**config.mk**
```make
export PLATFORM = sky130hd
export DESIGN_NAME = hpb_front_flat
export DESIGN_NICKNAME = d
export VERILOG_FILES = /design/src/rtl/core/hpb_pkg.sv /design/src/rtl/core/hpb_if.sv /design/src/rtl/core/hpb_front.sv /design/src/flat_wrapper.sv
export SDC_FILE = /design/constraint.sdc
export NUM_CORES = 1
export LEC_CHECK = 0
export ABC_AREA = 0
export ABC_CLOCK_PERIOD_IN_PS = 11700
export BUFFER_PORTS_ARGS = -buffer_cell sky130_fd_sc_hd__buf_2
export CAP_MARGIN = 20
export CELL_PAD_IN_SITES_DETAIL_PLACEMENT = 1
export CELL_PAD_IN_SITES_GLOBAL_PLACEMENT = 2
export CORE_MARGIN = 2
export CORE_UTILIZATION = 29
export CTS_CLUSTER_SIZE = 24
export DETAILED_ROUTE_END_ITERATION = 12
export PLACE_DENSITY_LB_ADDON = 0.1
export SLEW_MARGIN = 40
export SYNTH_ARGS = -nofsm -noshare
export SYNTH_HDL_FRONTEND = slang
export SYNTH_SLANG_ARGS = --single-unit
```
**constraint.sdc**
```tcl
create_clock -name clk -period 11.7 [get_ports clk]
set_input_delay 0.585 -clock clk [delete_from_list [all_inputs] [get_ports clk]]
set_output_delay 0.585 -clock clk [all_outputs]
set_load 0.01 [all_outputs]
```
**src/rtl/core/hpb_pkg.sv**
```systemverilog
package hpb_pkg;

	// field widths
	localparam int FREQ_W     = 8;
	localparam int LEVEL_W    = 16;
	localparam int HEADING_W  = 16;
	localparam int ELEV_W     = 15;
	localparam int SPEED_W    = 12;
	localparam int SPACING_W  = 16;
	localparam int CFG_IDX_W  = 2;
	localparam int CFG_DATA_W = 16;

	// register indexes and reset values
	localparam logic [CFG_IDX_W-1:0] REG_SOUND_SPEED = 2'd0;
	localparam logic [CFG_IDX_W-1:0] REG_SPACING     = 2'd1;
	localparam logic [SPEED_W-1:0]   SPEED_RESET     = 12'd1500;
	localparam logic [SPACING_W-1:0] SPACING_RESET   = 16'd100;

	// cordic datapath: vectors up to 2^33 in, q30 angles
	localparam int XW = 37;
	localparam int AW = 34;
	localparam logic signed [AW-1:0] PI_Q30 = 34'sd3373259426;
	localparam int SAMPLE_SCALE_TOP = 34;

	// elevation arithmetic
	localparam int DIFF_SHIFT  = 10;
	localparam int SUMW        = 48;
	localparam int SPEED_SCALE = 10;
	localparam int C10_W       = 16;
	localparam int PROD_W      = 40;
	localparam int NUM_SHIFT   = 24;
	localparam int NUM_W       = 64;
	localparam int DEN1_W      = 27;
	localparam int DEN_W       = 43;
	localparam int DIV_W       = 72;
	localparam int QB          = 29;
	localparam int OVF_SHIFT   = 29;
	localparam int SQ_IN_W     = 58;
	localparam int ELEV_SHIFT  = 5;
	localparam logic [18:0] TWO_PI_Q16 = 19'd411775;
	localparam logic [QB-1:0] ARG_ONE  = 29'h1000_0000;

	localparam int QUEUE_DEPTH = 4;

	typedef struct packed {
		logic [FREQ_W-1:0]  freq;
		logic [LEVEL_W-1:0] amplitude;
		logic [LEVEL_W-1:0] noise;
		logic               freq_zero;
	} side_t;

	typedef struct packed {
		logic full;
		logic empty;
	} q_stat_t;

	function automatic logic signed [AW-1:0] atan_q30(input int unsigned i);
		logic signed [AW-1:0] v;
		unique case (i)
			0:  v = 34'sd843314856;
			1:  v = 34'sd497837829;
			2:  v = 34'sd263043836;
			3:  v = 34'sd133525158;
			4:  v = 34'sd67021686;
			5:  v = 34'sd33543515;
			6:  v = 34'sd16775850;
			7:  v = 34'sd8388437;
			8:  v = 34'sd4194282;
			9:  v = 34'sd2097149;
			10: v = 34'sd1048575;
			11: v = 34'sd524287;
			12: v = 34'sd262143;
			13: v = 34'sd131071;
			14: v = 34'sd65535;
			15: v = 34'sd32767;
			16: v = 34'sd16383;
			17: v = 34'sd8191;
			18: v = 34'sd4095;
			19: v = 34'sd2047;
			20: v = 34'sd1023;
			21: v = 34'sd511;
			22: v = 34'sd255;
			23: v = 34'sd127;
			24: v = 34'sd63;
			25: v = 34'sd31;
			26: v = 34'sd15;
			27: v = 34'sd8;
			28: v = 34'sd4;
			29: v = 34'sd2;
			30: v = 34'sd1;
			default: v = '0;
		endcase
		return v;
	endfunction

endpackage

```
**src/rtl/core/hpb_if.sv**
```systemverilog
interface hpb_ping_if #(parameter int SAMPLE_WIDTH = 18);
	logic valid;
	logic ready;
	logic signed [SAMPLE_WIDTH-1:0] ref_real;
	logic signed [SAMPLE_WIDTH-1:0] ref_imag;
	logic signed [SAMPLE_WIDTH-1:0] first_real;
	logic signed [SAMPLE_WIDTH-1:0] first_imag;
	logic signed [SAMPLE_WIDTH-1:0] second_real;
	logic signed [SAMPLE_WIDTH-1:0] second_imag;
	logic [hpb_pkg::FREQ_W-1:0] freq_khz;
	logic [hpb_pkg::LEVEL_W-1:0] amplitude_in;
	logic [hpb_pkg::LEVEL_W-1:0] noise_in;

	modport source (
		output valid, ref_real, ref_imag, first_real, first_imag, second_real, second_imag,
		output freq_khz, amplitude_in, noise_in,
		input ready
	);
	modport sink (
		input valid, ref_real, ref_imag, first_real, first_imag, second_real, second_imag,
		input freq_khz, amplitude_in, noise_in,
		output ready
	);
endinterface


```
**src/rtl/core/hpb_front.sv**
```systemverilog
module hpb_front #(
	parameter int SAMPLE_WIDTH = 18
) (
	input  logic clk,
	input  logic arst_n,
	hpb_ping_if.sink ping,
	input  hpb_pkg::q_stat_t qstat,
	output logic push,
	output logic [5:0][SAMPLE_WIDTH-1:0] samples,
	output hpb_pkg::side_t side
);
	logic hold_q;
	logic accept;

	assign ping.ready = !hold_q || !qstat.full;
	assign accept     = ping.valid && ping.ready;
	assign push       = hold_q && !qstat.full;

	always_ff @(posedge clk or negedge arst_n) begin
		if (!arst_n) begin
			hold_q <= 1'b0;
		end else if (accept) begin
			hold_q <= 1'b1;
		end else if (push) begin
			hold_q <= 1'b0;
		end
	end

	always_ff @(posedge clk) begin
		if (accept) begin
			samples[0]     <= ping.ref_real;
			samples[1]     <= ping.ref_imag;
			samples[2]     <= ping.first_real;
			samples[3]     <= ping.first_imag;
			samples[4]     <= ping.second_real;
			samples[5]     <= ping.second_imag;
			side.freq      <= ping.freq_khz;
			side.amplitude <= ping.amplitude_in;
			side.noise     <= ping.noise_in;
			// zero frequency means no wavelength, so no elevation
			side.freq_zero <= (ping.freq_khz == '0);
		end
	end
endmodule

```
**src/flat_wrapper.sv**
```systemverilog
// flat-port wrapper written by rule: the top's interface ports become plain ports
module hpb_front_flat 
#(
	parameter int SAMPLE_WIDTH = 18
)
  (clk, arst_n, qstat, push, samples, side, ping_valid, ping_ref_real, ping_ref_imag, ping_first_real, ping_first_imag, ping_second_real, ping_second_imag, ping_freq_khz, ping_amplitude_in, ping_noise_in, ping_ready);
  hpb_ping_if #(.SAMPLE_WIDTH(SAMPLE_WIDTH)) ping_i ();
  input  logic clk;
  input  logic arst_n;
  input  hpb_pkg::q_stat_t qstat;
  output logic push;
  output logic [5:0][SAMPLE_WIDTH-1:0] samples;
  output hpb_pkg::side_t side;
  input wire logic [$bits(ping_i.valid)-1:0] ping_valid;
  input wire logic [$bits(ping_i.ref_real)-1:0] ping_ref_real;
  input wire logic [$bits(ping_i.ref_imag)-1:0] ping_ref_imag;
  input wire logic [$bits(ping_i.first_real)-1:0] ping_first_real;
  input wire logic [$bits(ping_i.first_imag)-1:0] ping_first_imag;
  input wire logic [$bits(ping_i.second_real)-1:0] ping_second_real;
  input wire logic [$bits(ping_i.second_imag)-1:0] ping_second_imag;
  input wire logic [$bits(ping_i.freq_khz)-1:0] ping_freq_khz;
  input wire logic [$bits(ping_i.amplitude_in)-1:0] ping_amplitude_in;
  input wire logic [$bits(ping_i.noise_in)-1:0] ping_noise_in;
  output wire logic [$bits(ping_i.ready)-1:0] ping_ready;
  assign ping_i.valid = ping_valid;
  assign ping_i.ref_real = ping_ref_real;
  assign ping_i.ref_imag = ping_ref_imag;
  assign ping_i.first_real = ping_first_real;
  assign ping_i.first_imag = ping_first_imag;
  assign ping_i.second_real = ping_second_real;
  assign ping_i.second_imag = ping_second_imag;
  assign ping_i.freq_khz = ping_freq_khz;
  assign ping_i.amplitude_in = ping_amplitude_in;
  assign ping_i.noise_in = ping_noise_in;
  assign ping_ready = ping_i.ready;
  hpb_front #(.SAMPLE_WIDTH(SAMPLE_WIDTH)) u_core (.clk(clk), .arst_n(arst_n), .ping(ping_i), .qstat(qstat), .push(push), .samples(samples), .side(side));
endmodule
```
# Word level (Yosys, flattened, before mapping)

Cells that the tools add are included.

Flip-flop bits (word level): 150
Bits in latches: 0
Bits in writable memories: 0
ROM bits: 0
Output and inout port bits: 151
Logic and storage cells: 20
Memories kept: 0

Add/subtract/negate cells: 0
Multiply operators: 0
Divide/modulo/power cells: 0
Order comparisons: 0
Equality and inequality tests: 0
Shift-type cells: 0
Multiplexer cells: 2
Bitwise logic cells: 0
Reduce and logical (&&, ||, !) cells: 7

Operator list:

| operator          | number |
|---|---|
| $logic_not 8->1   | 1 |
| $logic_and 1x1->1 | 2 |
| $logic_not 1->1   | 2 |
| $mux 1            | 2 |
| $reduce_bool 2->1 | 1 |
| $logic_or 1x1->1  | 1 |

# Logic depth before layout (Yosys ltp)

Depth after elaboration: 4
Depth in mapped cells: 2

# Worst setup path after synthesis

Ideal clock, no wire load.

Path type: input -> register
Start: in qstat[1] (netlist name)
End: reg u_core.samples[0] (netlist name) (enable)
Data arrival time: 4.173 ns
Setup slack: 7.000 ns
Stages on the path: 2
Buffers on the path: 0
Cells stage by stage: nand2_1 and2_1

Word-level cells in the longest chain between the ends: 3

Ends and longest elaborated chain:

| element           | RTL line           | text |
|---|---|---|
| from (decl)       | flat_wrapper.sv:10 | `input hpb_pkg::q_stat_t qstat;` |
| $logic_not 1->1   | hpb_front.sv:15    | `assign ping.ready = !hold_q \|\| !qstat.full;` |
| $logic_or 1x1->1  | hpb_front.sv:15    |  |
| $logic_and 1x1->1 | hpb_front.sv:16    | `assign accept = ping.valid && ping.ready;` |
| net u_core.accept | hpb_front.sv:13    | `logic accept;` |
| to (decl)         | hpb_front.sv:9     | `output logic [5:0][SAMPLE_WIDTH-1:0] samples,` |

The timed path passes the listed nets, and every way through them passes these cells.
A chain may end at the register's enable or synchronous reset.

# Final worst setup path

Start: reg u_core.hold_q
End: reg u_core.samples[81] (netlist name) (enable)

Word-level cells in the longest chain between the ends: 3

Ends and longest elaborated chain:

| element                | RTL line        | text |
|---|---|---|
| from (decl)            | hpb_front.sv:12 | `logic hold_q;` |
| from (signal assigned) | hpb_front.sv:21 | `hold_q <= 1'b0;` |
| from (signal assigned) | hpb_front.sv:23 | `hold_q <= 1'b1;` |
| from (signal assigned) | hpb_front.sv:25 | `hold_q <= 1'b0;` |
| $logic_not 1->1        | hpb_front.sv:15 |  |
| $logic_or 1x1->1       | hpb_front.sv:15 |  |
| $logic_and 1x1->1      | hpb_front.sv:16 |  |
| net u_core.accept      | hpb_front.sv:13 |  |

The timed path passes the listed nets, and every way through them passes these cells.

==> metrics.cfg <==
[logic_synthesis]
synth_top_family_by_area=simple AND/OR/NAND/NOR gates
synth_compound_area_share_pct=0
synth.avg_cell_area_um2=28.9
synth_seq_area_share_pct=99.1
ys_ff_latch=150
synth-xor-area-share_pct=0
synth_cell_types=8
syn-cell-area_um2=4540
synthMuxAreaShare_pct=0
yosys_warnings=0
synthAdderAreaFrac_pct=0
synthSimpleGateAreaFrac_pct=0.909
synth_fp_nets=310
syn_inst=157

[floorplan]
initial_utilization_pct=29.8
die_y_um=129
core_um2=15300
die_w_um=129
dieArea_um2=16700
std_cell_rows=45
pin_count=304

[clock_network]
numClockSinks=150
clockBufferDepth=2
post_cts_resized=0
cts_root_buf=clkbuf_16
postCtsSetupBuffers=0
clk_latency_ns=0.41
h-tree-depth=4
clk_pin_slew_ns=0.06
cts_tree=yes
cts-buffers-inserted=17

[place]
io_buffers=302
gp_congestion=0.704
place_area_um2=6330

[timing]
skew_ns=0.00340
fin_crit_sh_pct=17.8
slew_viol_final=0
rsz0062_at_grt=false
finalCriticalPeriod_ns=2.08
finalSetupTns_ns=0
max_slew_margin_pct=52.3
worst_pin_slew_ns=0.715
hold_viol_final=0
setup_violations=0
fmax_ghz=0.481

[run]
max-cap-violations=0

[routing]
drt_wl_total_mm=11.9
dr_total_vias=2808
drcViolationCount=0
dr.pass1.iters=4
antenna_left=0
wl_per_cell_um=16.9
vias_per_cell=3.97
drtIter0Drc=104

[min_path]
worst_hold_path_type=primary input to flip-flop

[global_routing]
globalRouteOverflowTotal=0
track_usage_pct=14.4
grt_pass1_wl_mm=16.9
grt_max_degree=57
antenna_found_initial=3
grt_pass1_vias=2973

[final_layout]
drive_gt1_share_pct=66.8
layout_commonest_cell=buf_2
fin_area_um2=6920
finalNetCount=634
layout_common_cells=302 x buf_2, 149 x edfxtp_1, 17 x clkbuf_16
syn_to_final_growth_pct=52.4

[worst_setup_path]
critical_path.max_fanout=56
crit_arrival_ns=2.12
critPathCaptureType=flip-flop
worstPathRequired_ns=11.74
crit_type=flip-flop to flip-flop
worstSetupStartpointType=flip-flop

[power_and_ir_drop]
power_density_nw_per_um2=180
peakVddDrop_mv=0.0863
leakage_nw=2.93

[run_status]
status=finished, final reports clean

==> cell usage after synthesis <==
master	n	area share, %
dfrtp_1	1	0.55
or4_1	2	0.33
nand2b_1	1	0.14
nor2_1	1	0.083
and2_1	1	0.14
nor2b_1	1	0.14
edfxtp_1	149	99
nand2_1	1	0.083
==> path summary, 6_finish.rpt <==
kind                       depth (start not counted)                  to              from  slack [ns]
min reg2reg                                        2       u_core.hold_q     u_core.hold_q        0.52
max in group asynchronous                          2       u_core.hold_q            arst_n       11.14
max                                                3  u_core.samples[81]     u_core.hold_q        9.62
max reg2reg                                        3  u_core.samples[81]     u_core.hold_q        9.62
min                                                1   u_core.samples[1]  ping_ref_real[1]        0.34
min in group asynchronous                          2       u_core.hold_q            arst_n        0.48
==> through the flow <==
step                      power [mW]  utilization [%]  hold WS [ns]  std cells  worst slack, ns
after floorplan                0.676                -         0.289        157             7.00
after global placement         0.729             41.5         0.361        672             9.31
after detailed placement       0.731             41.5         0.361        672             9.25
after CTS                       1.26             45.3         0.316        705             9.58
after global routing            1.29             45.3         0.315        706             9.47
final                           1.25             45.3         0.344        707             9.62
==> per-layer routing <==
metal  track usage (%)  part of all wire, %
met1              13.9                   33
met3              7.47                   11
met5                 0                0.059
met4              7.03                  2.4
met2              25.1                   53
==> state kept, by name, indices dropped and copies added (netlist names) <==
| register | count |
|---|---|
| u_core.samples | 108 |
| u_core.side | 41 |
| u_core.hold_q | 1 |
==> worst max-delay path, stage by stage, from the launching register on <==
cell and delay [ns]:
dfrtp_1 0.37, nand2_1 0.10, and2_4 0.50, buf_4 0.68
==> repair_timing <==
action                                 CTS  global route
hold buffers                             1             0
setup endpoints to repair                0             0
endpoints found under the hold margin    1             0
==> power by group <==
part | internal, mW | total, mW | switching, mW
clock network | 0.329 | 0.527 | 0.198
logic | 0.0366 | 0.0842 | 0.0476
registers | 0.627 | 0.634 | 0.00639
==> logic make-up (layout without fill, tap and decap cells) <==
family | Yosys count | after routing
other | 0 | 2
DFF | 150 | 150
and+or+nand+nor | 7 | 7
buffers and inverters | 0 | 337
==> layout make-up <==
class	instances	area, um^2
well taps	211	264
repair buffers	305	1540
multi-input cells	7	43.8
flip-flops and latches	150	4500
clock inverters	14	140
diodes	2	5.00
fillers	1563	8340
clock buffers	18	429
Power figures use the tool's default switching activity.
