===== config.mk =====
export PLATFORM = sky130hd
export DESIGN_NAME = hpb_queue
export DESIGN_NICKNAME = d
export VERILOG_FILES = /design/src/rtl/core/hpb_pkg.sv /design/src/rtl/core/hpb_queue.sv
export SDC_FILE = /design/constraint.sdc
export NUM_CORES = 1
export LEC_CHECK = 0
export BUFFER_PORTS_ARGS = -buffer_cell sky130_fd_sc_hd__buf_2
export CORE_ASPECT_RATIO = 2
export CORE_UTILIZATION = 50
export DETAILED_ROUTE_END_ITERATION = 7
export HOLD_SLACK_MARGIN = 0.05
export PLACE_DENSITY_LB_ADDON = 0.2
export SLEW_MARGIN = 40
export SYNTH_ARGS = -nofsm -noshare
export SYNTH_HDL_FRONTEND = slang
export SYNTH_SLANG_ARGS = --single-unit

===== constraint.sdc =====
create_clock -name clk -period 2.7 [get_ports clk]
set_input_delay 0 -clock clk [delete_from_list [all_inputs] [get_ports clk]]
set_output_delay 0 -clock clk [all_outputs]
set_load 0.005 [all_outputs]

===== src/rtl/core/hpb_pkg.sv =====
package hpb_pkg;

	// field widths
	localparam int FREQ_W     = 8;
	localparam int LEVEL_W    = 16;
	localparam int HEADING_W  = 16;
	localparam int ELEV_W     = 15;
	localparam int SPEED_W    = 12;
	localparam int SPACING_W  = 16;
	localparam int CFG_IDX_W  = 2;
	localparam int CFG_DATA_W = 16;

	// register indexes and reset values
	localparam logic [CFG_IDX_W-1:0] REG_SOUND_SPEED = 2'd0;
	localparam logic [CFG_IDX_W-1:0] REG_SPACING     = 2'd1;
	localparam logic [SPEED_W-1:0]   SPEED_RESET     = 12'd1500;
	localparam logic [SPACING_W-1:0] SPACING_RESET   = 16'd100;

	// cordic datapath: vectors up to 2^33 in, q30 angles
	localparam int XW = 37;
	localparam int AW = 34;
	localparam logic signed [AW-1:0] PI_Q30 = 34'sd3373259426;
	localparam int SAMPLE_SCALE_TOP = 34;

	// elevation arithmetic
	localparam int DIFF_SHIFT  = 10;
	localparam int SUMW        = 48;
	localparam int SPEED_SCALE = 10;
	localparam int C10_W       = 16;
	localparam int PROD_W      = 40;
	localparam int NUM_SHIFT   = 24;
	localparam int NUM_W       = 64;
	localparam int DEN1_W      = 27;
	localparam int DEN_W       = 43;
	localparam int DIV_W       = 72;
	localparam int QB          = 29;
	localparam int OVF_SHIFT   = 29;
	localparam int SQ_IN_W     = 58;
	localparam int ELEV_SHIFT  = 5;
	localparam logic [18:0] TWO_PI_Q16 = 19'd411775;
	localparam logic [QB-1:0] ARG_ONE  = 29'h1000_0000;

	localparam int QUEUE_DEPTH = 4;

	typedef struct packed {
		logic [FREQ_W-1:0]  freq;
		logic [LEVEL_W-1:0] amplitude;
		logic [LEVEL_W-1:0] noise;
		logic               freq_zero;
	} side_t;

	typedef struct packed {
		logic full;
		logic empty;
	} q_stat_t;

	function automatic logic signed [AW-1:0] atan_q30(input int unsigned i);
		logic signed [AW-1:0] v;
		unique case (i)
			0:  v = 34'sd843314856;
			1:  v = 34'sd497837829;
			2:  v = 34'sd263043836;
			3:  v = 34'sd133525158;
			4:  v = 34'sd67021686;
			5:  v = 34'sd33543515;
			6:  v = 34'sd16775850;
			7:  v = 34'sd8388437;
			8:  v = 34'sd4194282;
			9:  v = 34'sd2097149;
			10: v = 34'sd1048575;
			11: v = 34'sd524287;
			12: v = 34'sd262143;
			13: v = 34'sd131071;
			14: v = 34'sd65535;
			15: v = 34'sd32767;
			16: v = 34'sd16383;
			17: v = 34'sd8191;
			18: v = 34'sd4095;
			19: v = 34'sd2047;
			20: v = 34'sd1023;
			21: v = 34'sd511;
			22: v = 34'sd255;
			23: v = 34'sd127;
			24: v = 34'sd63;
			25: v = 34'sd31;
			26: v = 34'sd15;
			27: v = 34'sd8;
			28: v = 34'sd4;
			29: v = 34'sd2;
			30: v = 34'sd1;
			default: v = '0;
		endcase
		return v;
	endfunction

endpackage


===== src/rtl/core/hpb_queue.sv =====
module hpb_queue #(
	parameter int DW = 8
) (
	input  logic clk,
	input  logic arst_n,
	input  logic push,
	input  logic [DW-1:0] wdata,
	input  logic pop,
	output logic [DW-1:0] rdata,
	output hpb_pkg::q_stat_t stat
);
	localparam int DEPTH = hpb_pkg::QUEUE_DEPTH;
	localparam int PW = $clog2(DEPTH);

	logic [DW-1:0] mem_q [DEPTH];
	logic [PW-1:0] wr_q;
	logic [PW-1:0] rd_q;
	logic [PW:0] cnt_q;

	always_ff @(posedge clk) begin
		if (push) begin
			mem_q[wr_q] <= wdata;
		end
	end

	always_ff @(posedge clk or negedge arst_n) begin
		if (!arst_n) begin
			wr_q  <= '0;
			rd_q  <= '0;
			cnt_q <= '0;
		end else begin
			if (push) begin
				wr_q <= wr_q + 1'b1;
			end
			if (pop) begin
				rd_q <= rd_q + 1'b1;
			end
			cnt_q <= cnt_q + (PW+1)'(push) - (PW+1)'(pop);
		end
	end

	assign rdata      = mem_q[rd_q];
	assign stat.full  = (cnt_q == (PW+1)'(DEPTH));
	assign stat.empty = (cnt_q == '0);
endmodule


# Word level (Yosys, flattened, before mapping)

Memories as Yosys holds them, arrays and structs flattened.
Index checks and enable logic that the tools add are counted.

Bits in read-only memories: 0
Latch bits: 0
Memories: 1
Output and inout port bits: 10
Memory bits (writable): 32
Flip-flop bits (word level): 7

Memories:

| memory | depth | bits a word | rd ports | clocked after memory_dff | wr ports | line            | RTL |
|---|---|---|---|---|---|---|---|
| mem_q  | 4     | 8           | 1        | 0                        | 1        | hpb_queue.sv:15 | `logic [DW-1:0] mem_q [DEPTH];` |

Bitwise logic cells: 0
Add/sub/neg operators: 4
Shift operators: 0
Multipliers: 0
Eq/ne operators: 1
Reductions and logical operators: 1
$lt $le $gt $ge: 0
Mux-type cells: 2
Div/mod/pow operators: 0

Operators by type and width:

| kind                  | number |
|---|---|
| $add A2 B1 Y2 const B | 2 |
| $add A3 B1 Y3         | 1 |
| $eq A3 B3 Y1 const B  | 1 |
| $logic_not A3 Y1      | 1 |
| $sub A3 B1 Y3         | 1 |
| $mux W1               | 2 |

# Depth between registers and ports, before layout

Gate-level depths: netlist of the first run.

Word-level depth: 2
Depth in mapped cells: 7
Gate-level depth less buffers: 7

# Least setup slack after synthesis of the first run

OpenSTA, ideal clock, no wires.

Path type: flip-flop to flip-flop
From: register cnt_q[0]
To: register cnt_q[2]
Buffers on the path: 0
Arrival: 1450 ps
Clock period less this slack: 1573 ps
Slack: 1127 ps
Stages on the path, launching flop included: 8
Cells stage by stage: dfrtp_1 -> inv_1 -> ha_1 -> inv_1 -> ha_1 -> fa_1 -> xnor2_1 -> xnor2_1

Word-level cells in the longest chain between the ends: 2

RTL lines:

| what                   | line            | RTL |
|---|---|---|
| from (decl)            | hpb_queue.sv:18 | `logic [PW:0] cnt_q;` |
| from (signal assigned) | hpb_queue.sv:38 | `cnt_q <= cnt_q + (PW+1)'(push) - (PW+1)'(pop);` |
| $add A3 B1 Y3          | hpb_queue.sv:38 |  |
| $sub A3 B1 Y3          | hpb_queue.sv:38 |  |

No other way between the ends.
A chain may end at the register's enable or synchronous reset.

# Final worst setup path of the first run

From: register rd_q[0]
To: output rdata[3]

Word-level cells in the longest chain between the ends: 1

RTL lines:

| what                   | line            | RTL |
|---|---|---|
| from (decl)            | hpb_queue.sv:17 | `logic [PW-1:0] rd_q;` |
| from (signal assigned) | hpb_queue.sv:36 | `rd_q <= rd_q + 1'b1;` |
| $mem_v2 Z4 W8          | --              |  |
| to (decl)              | hpb_queue.sv:9  | `output logic [DW-1:0] rdata,` |

No other way between the ends.

==> results of run 1 <==
sequential cells by signal, summed over array words and instances (netlist names):
signal	count
rd_q	2
cnt_q	3
mem_q	32
wr_q	2
power by group through the flow:
stage          registers [uW]  logic (uW)  clock network, uW
5_1_grt                   947         559                391
4_1_cts                   934         503                371
6_report                  926         489                359
3_5_place_dp              947         485                  0
2_1_floorplan             858         403                  0
3_3_place_gp              936         460                  0
critical path: stages (launching register included):
cell and delay, ns:
dfrtp_1 0.73, mux4_2 0.58, buf_2 0.14
stage by stage:
stage | power (uW) | hold WS, ns | std cells
2_1_floorplan | 1262 | -0.2956 | 76
3_3_place_gp | 1396 | -0.1635 | 125
3_5_place_dp | 1432 | -0.1568 | 125
4_1_cts | 1808 | 0.06946 | 144
5_1_grt | 1896 | 0.08608 | 144
6_report | 1775 | 0.07021 | 144
synth_stat cells:
cell | instances | area [um2]
fa_1 | 1 | 20.02
o21ai_0 | 1 | 5.000
xor2_1 | 2 | 17.52
edfxtp_1 | 32 | 960.9
dfrtp_1 | 7 | 175.2
buf_2 | 1 | 5.000
nand2_1 | 2 | 7.510
ha_1 | 6 | 75.07
and3_1 | 1 | 6.260
and2_1 | 4 | 25.02
nor3_1 | 1 | 5.000
mux4_2 | 8 | 180.2
inv_1 | 6 | 22.52
buf_6 | 1 | 11.26
xnor2_1 | 3 | 26.28
metal layers:
| layer | track usage | part of all wire | vias to the layer above | wire, um |
|---|---|---|---|---|
| li1 | - | - | 361 | - |
| met5 | 0 | 0 | - | 0 |
| met4 | 0.1065 | 0.029 | 0 | 68 |
| met2 | 0.3031 | 0.57 | 21 | 1367 |
| met1 | 0.1824 | 0.36 | 376 | 853 |
| met3 | 0.04972 | 0.040 | 6 | 96 |
layout make-up:
type                            count  area share
Sequential cell                    39      0.6110
Multi-Input combinational cell     29      0.1978
Timing Repair Buffer               32      0.1157
Clock buffer                        6     0.03903
Tap cell                           30     0.02019
Inverter                            6     0.01211
Clock inverter                      2    0.004038
worst min path at each step:
stage | end | startpoint | depth (start not counted)
after floorplan | cnt_q[0] | arst_n | 0
after global placement | wr_q[1] | arst_n | 1
after detailed placement | wr_q[1] | arst_n | 1
after CTS | rd_q[0] | arst_n | 2
after global routing | wr_q[1] | arst_n | 2
final | rd_q[0] | arst_n | 2
kinds of logic (layout without fill, tap and decap cells):
| kind of cell | Yosys count | in the layout | synth area share |
|---|---|---|---|
| fa+ha+maj | 7 | 7 | 0.06164 |
| simple gates | 8 | 8 | 0.02838 |
| flops | 39 | 39 | 0.7364 |
| compound gates | 1 | 1 | 0.003241 |
| mux | 8 | 8 | 0.1168 |
| buf+inv | 8 | 46 | 0.02514 |
| xor+xnor | 5 | 5 | 0.02839 |
layout by cell type, fill, tap and decap left out:
| cell | netlist | routed |
|---|---|---|
| inv_1 | 6 | 6 |
| and3_1 | 1 | 1 |
| dlygate4sd3_1 | 0 | 11 |
| nor3_1 | 1 | 1 |
| ha_1 | 6 | 6 |
| fa_1 | 1 | 1 |
| buf_2 | 1 | 21 |
| xnor2_1 | 3 | 3 |
| xor2_1 | 2 | 2 |
| nand2_1 | 2 | 2 |
| o21ai_0 | 1 | 1 |
| dfrtp_1 | 7 | 7 |
| clkbuf_1 | 0 | 1 |
| mux4_2 | 8 | 8 |
| clkinv_1 | 0 | 2 |
| clkbuf_8 | 0 | 5 |
| edfxtp_1 | 32 | 32 |
| and2_1 | 4 | 4 |
==> metrics.md, run 1 <==
| Metric | Value |
|---|---|
| Run status | `completed` |
| Layout Skew | `0.002827 ns` |
| Setup Crit Path Kind | `flip-flop to output port` |
| Die area | `3325 um2` |
| Max-Cap Viols | `0` |
| Antenna viol nets, final | `0` |
| Largest net degree at the start of global routing | `12` |
| DR pass1 iterations | `4` |
| Req. time, crit path | `2.70 ns` |
| Worst reg2reg startpoint | `cnt_q[0]` |
| Total CTS buffers | `5` |
| Fillers | `237` |
| Sink Count | `39` |
| Worst hold path type | `primary input to async pin` |
| Layout overhead on the synthesized area | `20.52%` |
| Share of cells above drive strength 1 | `0.2982` |
| Seq. cell area | `1136 um2` |
| Postcts setup bufs | `0` |
| WP data arrival | `1.73 ns` |
| Worst Setup SP | `rd_q[0]` |
| Initial antenna violation count | `0` |
| Fmax | `576.6 MHz` |
| Hold Vio Cnt, Final | `0` |
| Seq pwr share | `0.522` |
| Seq/Total Area, Yosys | `0.7364` |
| Worst-path clk slew | `0.07 ns` |
| RR Endpoint | `cnt_q[2]` |
| Post-layout nets | `132` |
| Initial Util | `0.5242` |
| CP endpoint | `rdata[3]` |
| Cts hold-fix bufs | `11` |
| Longest Clk Path Bufs | `2` |
| GRT Resource Usage Total | `0.1811` |
| Yosys warnings | `0` |
| R2R depth | `7` |
| Post-Route Utilization | `0.6318` |
| Clock power frac | `0.203` |
| PostCTS Resize Cnt | `0` |
| Worst skew pair latency | `0.29 ns` |
| Core area | `2943 um2` |
| Number of global-route vias before repair | `824` |
| RSZ-0062 raised after global routing | `no` |
| Switch Pwr | `507.3 uW` |
| Final setup fails | `0` |
| Iter 0 DRT Violations | `11` |
| First-pass GRT wire length | `3767 um` |
| Slew Limit Fails | `0` |
| Syn nets | `95` |
| CTS tree | `yes` |
| Remaining global-route overflow | `0` |
| Int Power | `1267 uW` |
| CTS H-tree depth | `2` |
| DP Area | `1669 um2` |
| Via density | `5.306` |
| Routed WL per cell | `16.56 um` |
| Maximum fanout along the worst path | `10` |
| Routability cong. | `0.6062` |
| Routed vias | `764` |
| Setup ws final | `0.9656 ns` |
| Comb pwr share | `0.275` |
| Row cnt | `28` |
| Max_slew headroom | `0.5954` |
| Worst vdd ir | `0.6432 mV` |
| Worst R2R Setup Slack | `1.00 ns` |
| Period utilization | `0.6424` |
| Register bit total from synthesis | `39` |
| Leakage | `0.0007196 uW` |
| Top-Level Pins | `22` |
| Die height | `80.56 um` |
| Syn Area/Cell | `20.30 um2` |
| Diode count | `0` |
| Synth unique cells | `15` |
| Finished Cell Area | `1859 um2` |
| Footprint of the multi-input gates | `367.9 um2` |
| Setup TNS | `0 ns` |
| Final WL | `2385 um` |
| Tightest Pin Transition | `0.6069 ns` |
| Clock Root Buffer | `clkbuf_8` |
| Input/output buffers | `21` |
| Sw frac | `0.2859` |
| Tmin final | `1.734 ns` |
| Power Density | `954.4 nW/um2` |
| Dpl ws | `1.017 ns` |
| DRC viols | `0` |
| Post-Syn Instances | `76` |
| Critical path capture point type | `output port` |
| Mapped Area | `1543 um2` |
| Hpwl dp | `1616 um` |
| Chip Width | `41.28 um` |
| Startpoint types | `flip-flop` |
Power figures use the tool's default switching activity.
==> run 2: changes to the inputs <==
--- a/config.mk
+++ b/config.mk
@@ -7,7 +7,7 @@
 export LEC_CHECK = 0
 export BUFFER_PORTS_ARGS = -buffer_cell sky130_fd_sc_hd__buf_2
 export CORE_ASPECT_RATIO = 2
-export CORE_UTILIZATION = 50
+export CORE_UTILIZATION = 49
 export DETAILED_ROUTE_END_ITERATION = 7
 export HOLD_SLACK_MARGIN = 0.05
 export PLACE_DENSITY_LB_ADDON = 0.2
==> constraint.sdc (replaced) <==
create_clock -name clk -period 1.5 [get_ports clk]
set_input_delay 0 -clock clk [delete_from_list [all_inputs] [get_ports clk]]
set_output_delay 0 -clock clk [all_outputs]
set_load 0.005 [all_outputs]
==> metrics.md, run 2 (synthesis gave the netlist of run 1 again) <==
| Metric | Value |
|---|---|
| WP data arrival | `1.76 ns` |
| Most frequent cells in the layout | `edfxtp_1, buf_2, dlygate4sd3_1, mux4_2, buf_4` |
| Diode count | `0` |
| Input/output buffers | `21` |
| Leakage | `0.0008029 uW` |
| Initial Util | `0.5181` |
| CTS tree | `yes` |
| Hpwl dp | `1746 um` |
| Share of cells above drive strength 1 | `0.4194` |
| Failing checks | `negative setup slack` |
| Largest net degree at the start of global routing | `13` |
| Period utilization | `1.065` |
| Regs by FF count | `mem_q x32, cnt_q x3` |
| Final setup fails | `1` |
| Finished Cell Area | `2038 um2` |
| Tightest Pin Transition | `0.4399 ns` |
| Fillers | `200` |
| Total CTS buffers | `5` |
| Layout overhead on the synthesized area | `32.12%` |
| Setup Crit Path Kind | `flip-flop to flip-flop` |
| Initial antenna violation count | `0` |
| Footprint of the multi-input gates | `402.9 um2` |
| Worst-path clk slew | `0.07 ns` |
| Hold Vio Cnt, Final | `0` |
| CTS H-tree depth | `2` |
| Non-Filler Instances | `154` |
| DP Area | `1744 um2` |
| Antenna viol nets, final | `0` |
| DRC viols | `0` |
| Die area | `3390 um2` |
| Final WL | `2578 um` |
| Number of global-route vias before repair | `863` |
| Sink Count | `39` |
| R2R depth | `7` |
| Seq. cell area | `1136 um2` |
| Max FFs per register | `32` |
| Commonest non-fill, non-tap cell in the layout | `edfxtp_1` |
| Chip Width | `41.68 um` |
| Remaining global-route overflow | `0` |
| Tmin final | `1.597 ns` |
| Routed vias | `799` |
| Worst vdd ir | `1.344 mV` |
| Clock Root Buffer | `clkbuf_8` |
| Core area | `2978 um2` |
| Slew Limit Fails | `0` |
| Routed WL per cell | `16.74 um` |
| Power Density | `1877 nW/um2` |
| Longest Clk Path Bufs | `2` |
| RSZ-0062 raised after global routing | `yes` |
| Top-Level Pins | `22` |
| Iter 0 DRT Violations | `15` |
| Setup ws final | `-0.09681 ns` |
| Die height | `81.35 um` |
| Worst R2R Setup Slack | `-0.1 ns` |
| RR Endpoint | `cnt_q[2]` |
| DR pass1 iterations | `4` |
| Startpoint types | `flip-flop` |
| Via density | `5.188` |
| Layout Skew | `0.006367 ns` |
| GRT Resource Usage Total | `0.1691` |
| Cells after DPL | `133` |
| Max_slew headroom | `0.7068` |
| Routability cong. | `0.6329` |
| Worst skew pair latency | `0.29 ns` |
| Maximum fanout along the worst path | `2` |
| Fmax | `626.2 MHz` |
| Run status | `finished with violations` |
| Row cnt | `28` |
| Critical path capture point type | `flip-flop` |
| Max-Cap Viols | `0` |
| Post-layout nets | `142` |
| First-pass GRT wire length | `3995 um` |
| Req. time, crit path | `1.67 ns` |
| Worst hold path type | `primary input to async pin` |
| Most flop-heavy register | `mem_q` |
| Worst reg2reg startpoint | `cnt_q[0]` |
run 2: worst max path at each step:
stage / from / end / slack (ns) / cells past startpoint
2_1_floorplan: cnt_q[0] / cnt_q[2] / -0.03 / 7
6_report: cnt_q[0] / cnt_q[2] / -0.1 / 7
4_1_cts: cnt_q[0] / cnt_q[2] / -0.09 / 7
3_3_place_gp: cnt_q[0] / cnt_q[2] / -0.04 / 7
3_5_place_dp: cnt_q[0] / cnt_q[2] / -0.11 / 7
5_1_grt: cnt_q[0] / cnt_q[2] / -0.15 / 7
run 2: through the flow:
stage                     TNS (ns)  hold slack (ns)  utilization  setup WS, ns  power [uW]
final                     -0.09681          0.09195       0.6845      -0.09681        3826
after CTS                 -0.09214          0.06010       0.6731      -0.09214        3808
after global placement    -0.04354          -0.1605       0.5857      -0.04354        2640
after floorplan           -0.03236          -0.2956            -      -0.03236        2275
after detailed placement   -0.1144          -0.1607       0.5857       -0.1144        2717
after global routing       -0.1609          0.08730       0.6845       -0.1525        4032
run 2: layout make-up:
class	count	share of cell area
flip-flops and latches	39	0.5574
repair buffers	42	0.1504
well taps	30	0.01842
multi-input cells	29	0.1977
clock buffers	6	0.03560
inverters	6	0.01105
clock inverters	2	0.02947
run 2: layer usage:
layer | up-vias | share of wire | global-route usage
met5 | - | 0 | 0
met4 | 0 | 0.025 | 0.09677
met3 | 6 | 0.029 | 0.04667
met2 | 19 | 0.58 | 0.3141
met1 | 396 | 0.36 | 0.1612
li1 | 378 | - | -
run 2: timing repair:
item	in CTS	in global routing
setup buffers	1	1
endpoints found under the setup margin	1	3
pin swaps	0	0
gates resized for setup	2	5
hold endpoints to repair	43	0
hold buffers	11	0
gates cloned	0	0
run 2: critical path: stages, from the launching register on:
cell	delay [ns]
dfrtp_1	0.37
inv_2	0.06
ha_4	0.26
inv_2	0.04
ha_4	0.14
fa_2	0.35
xnor2_2	0.14
xnor2_1	0.12
run 2: power by group:
group	switching (uW)	internal (uW)	leakage [uW]	total, uW
Clock	343	665	0.0000654	1010
Combinational	496	707	0.000362	1200
Sequential	162	1450	0.000376	1620
Total	1000	2830	0.000803	3830
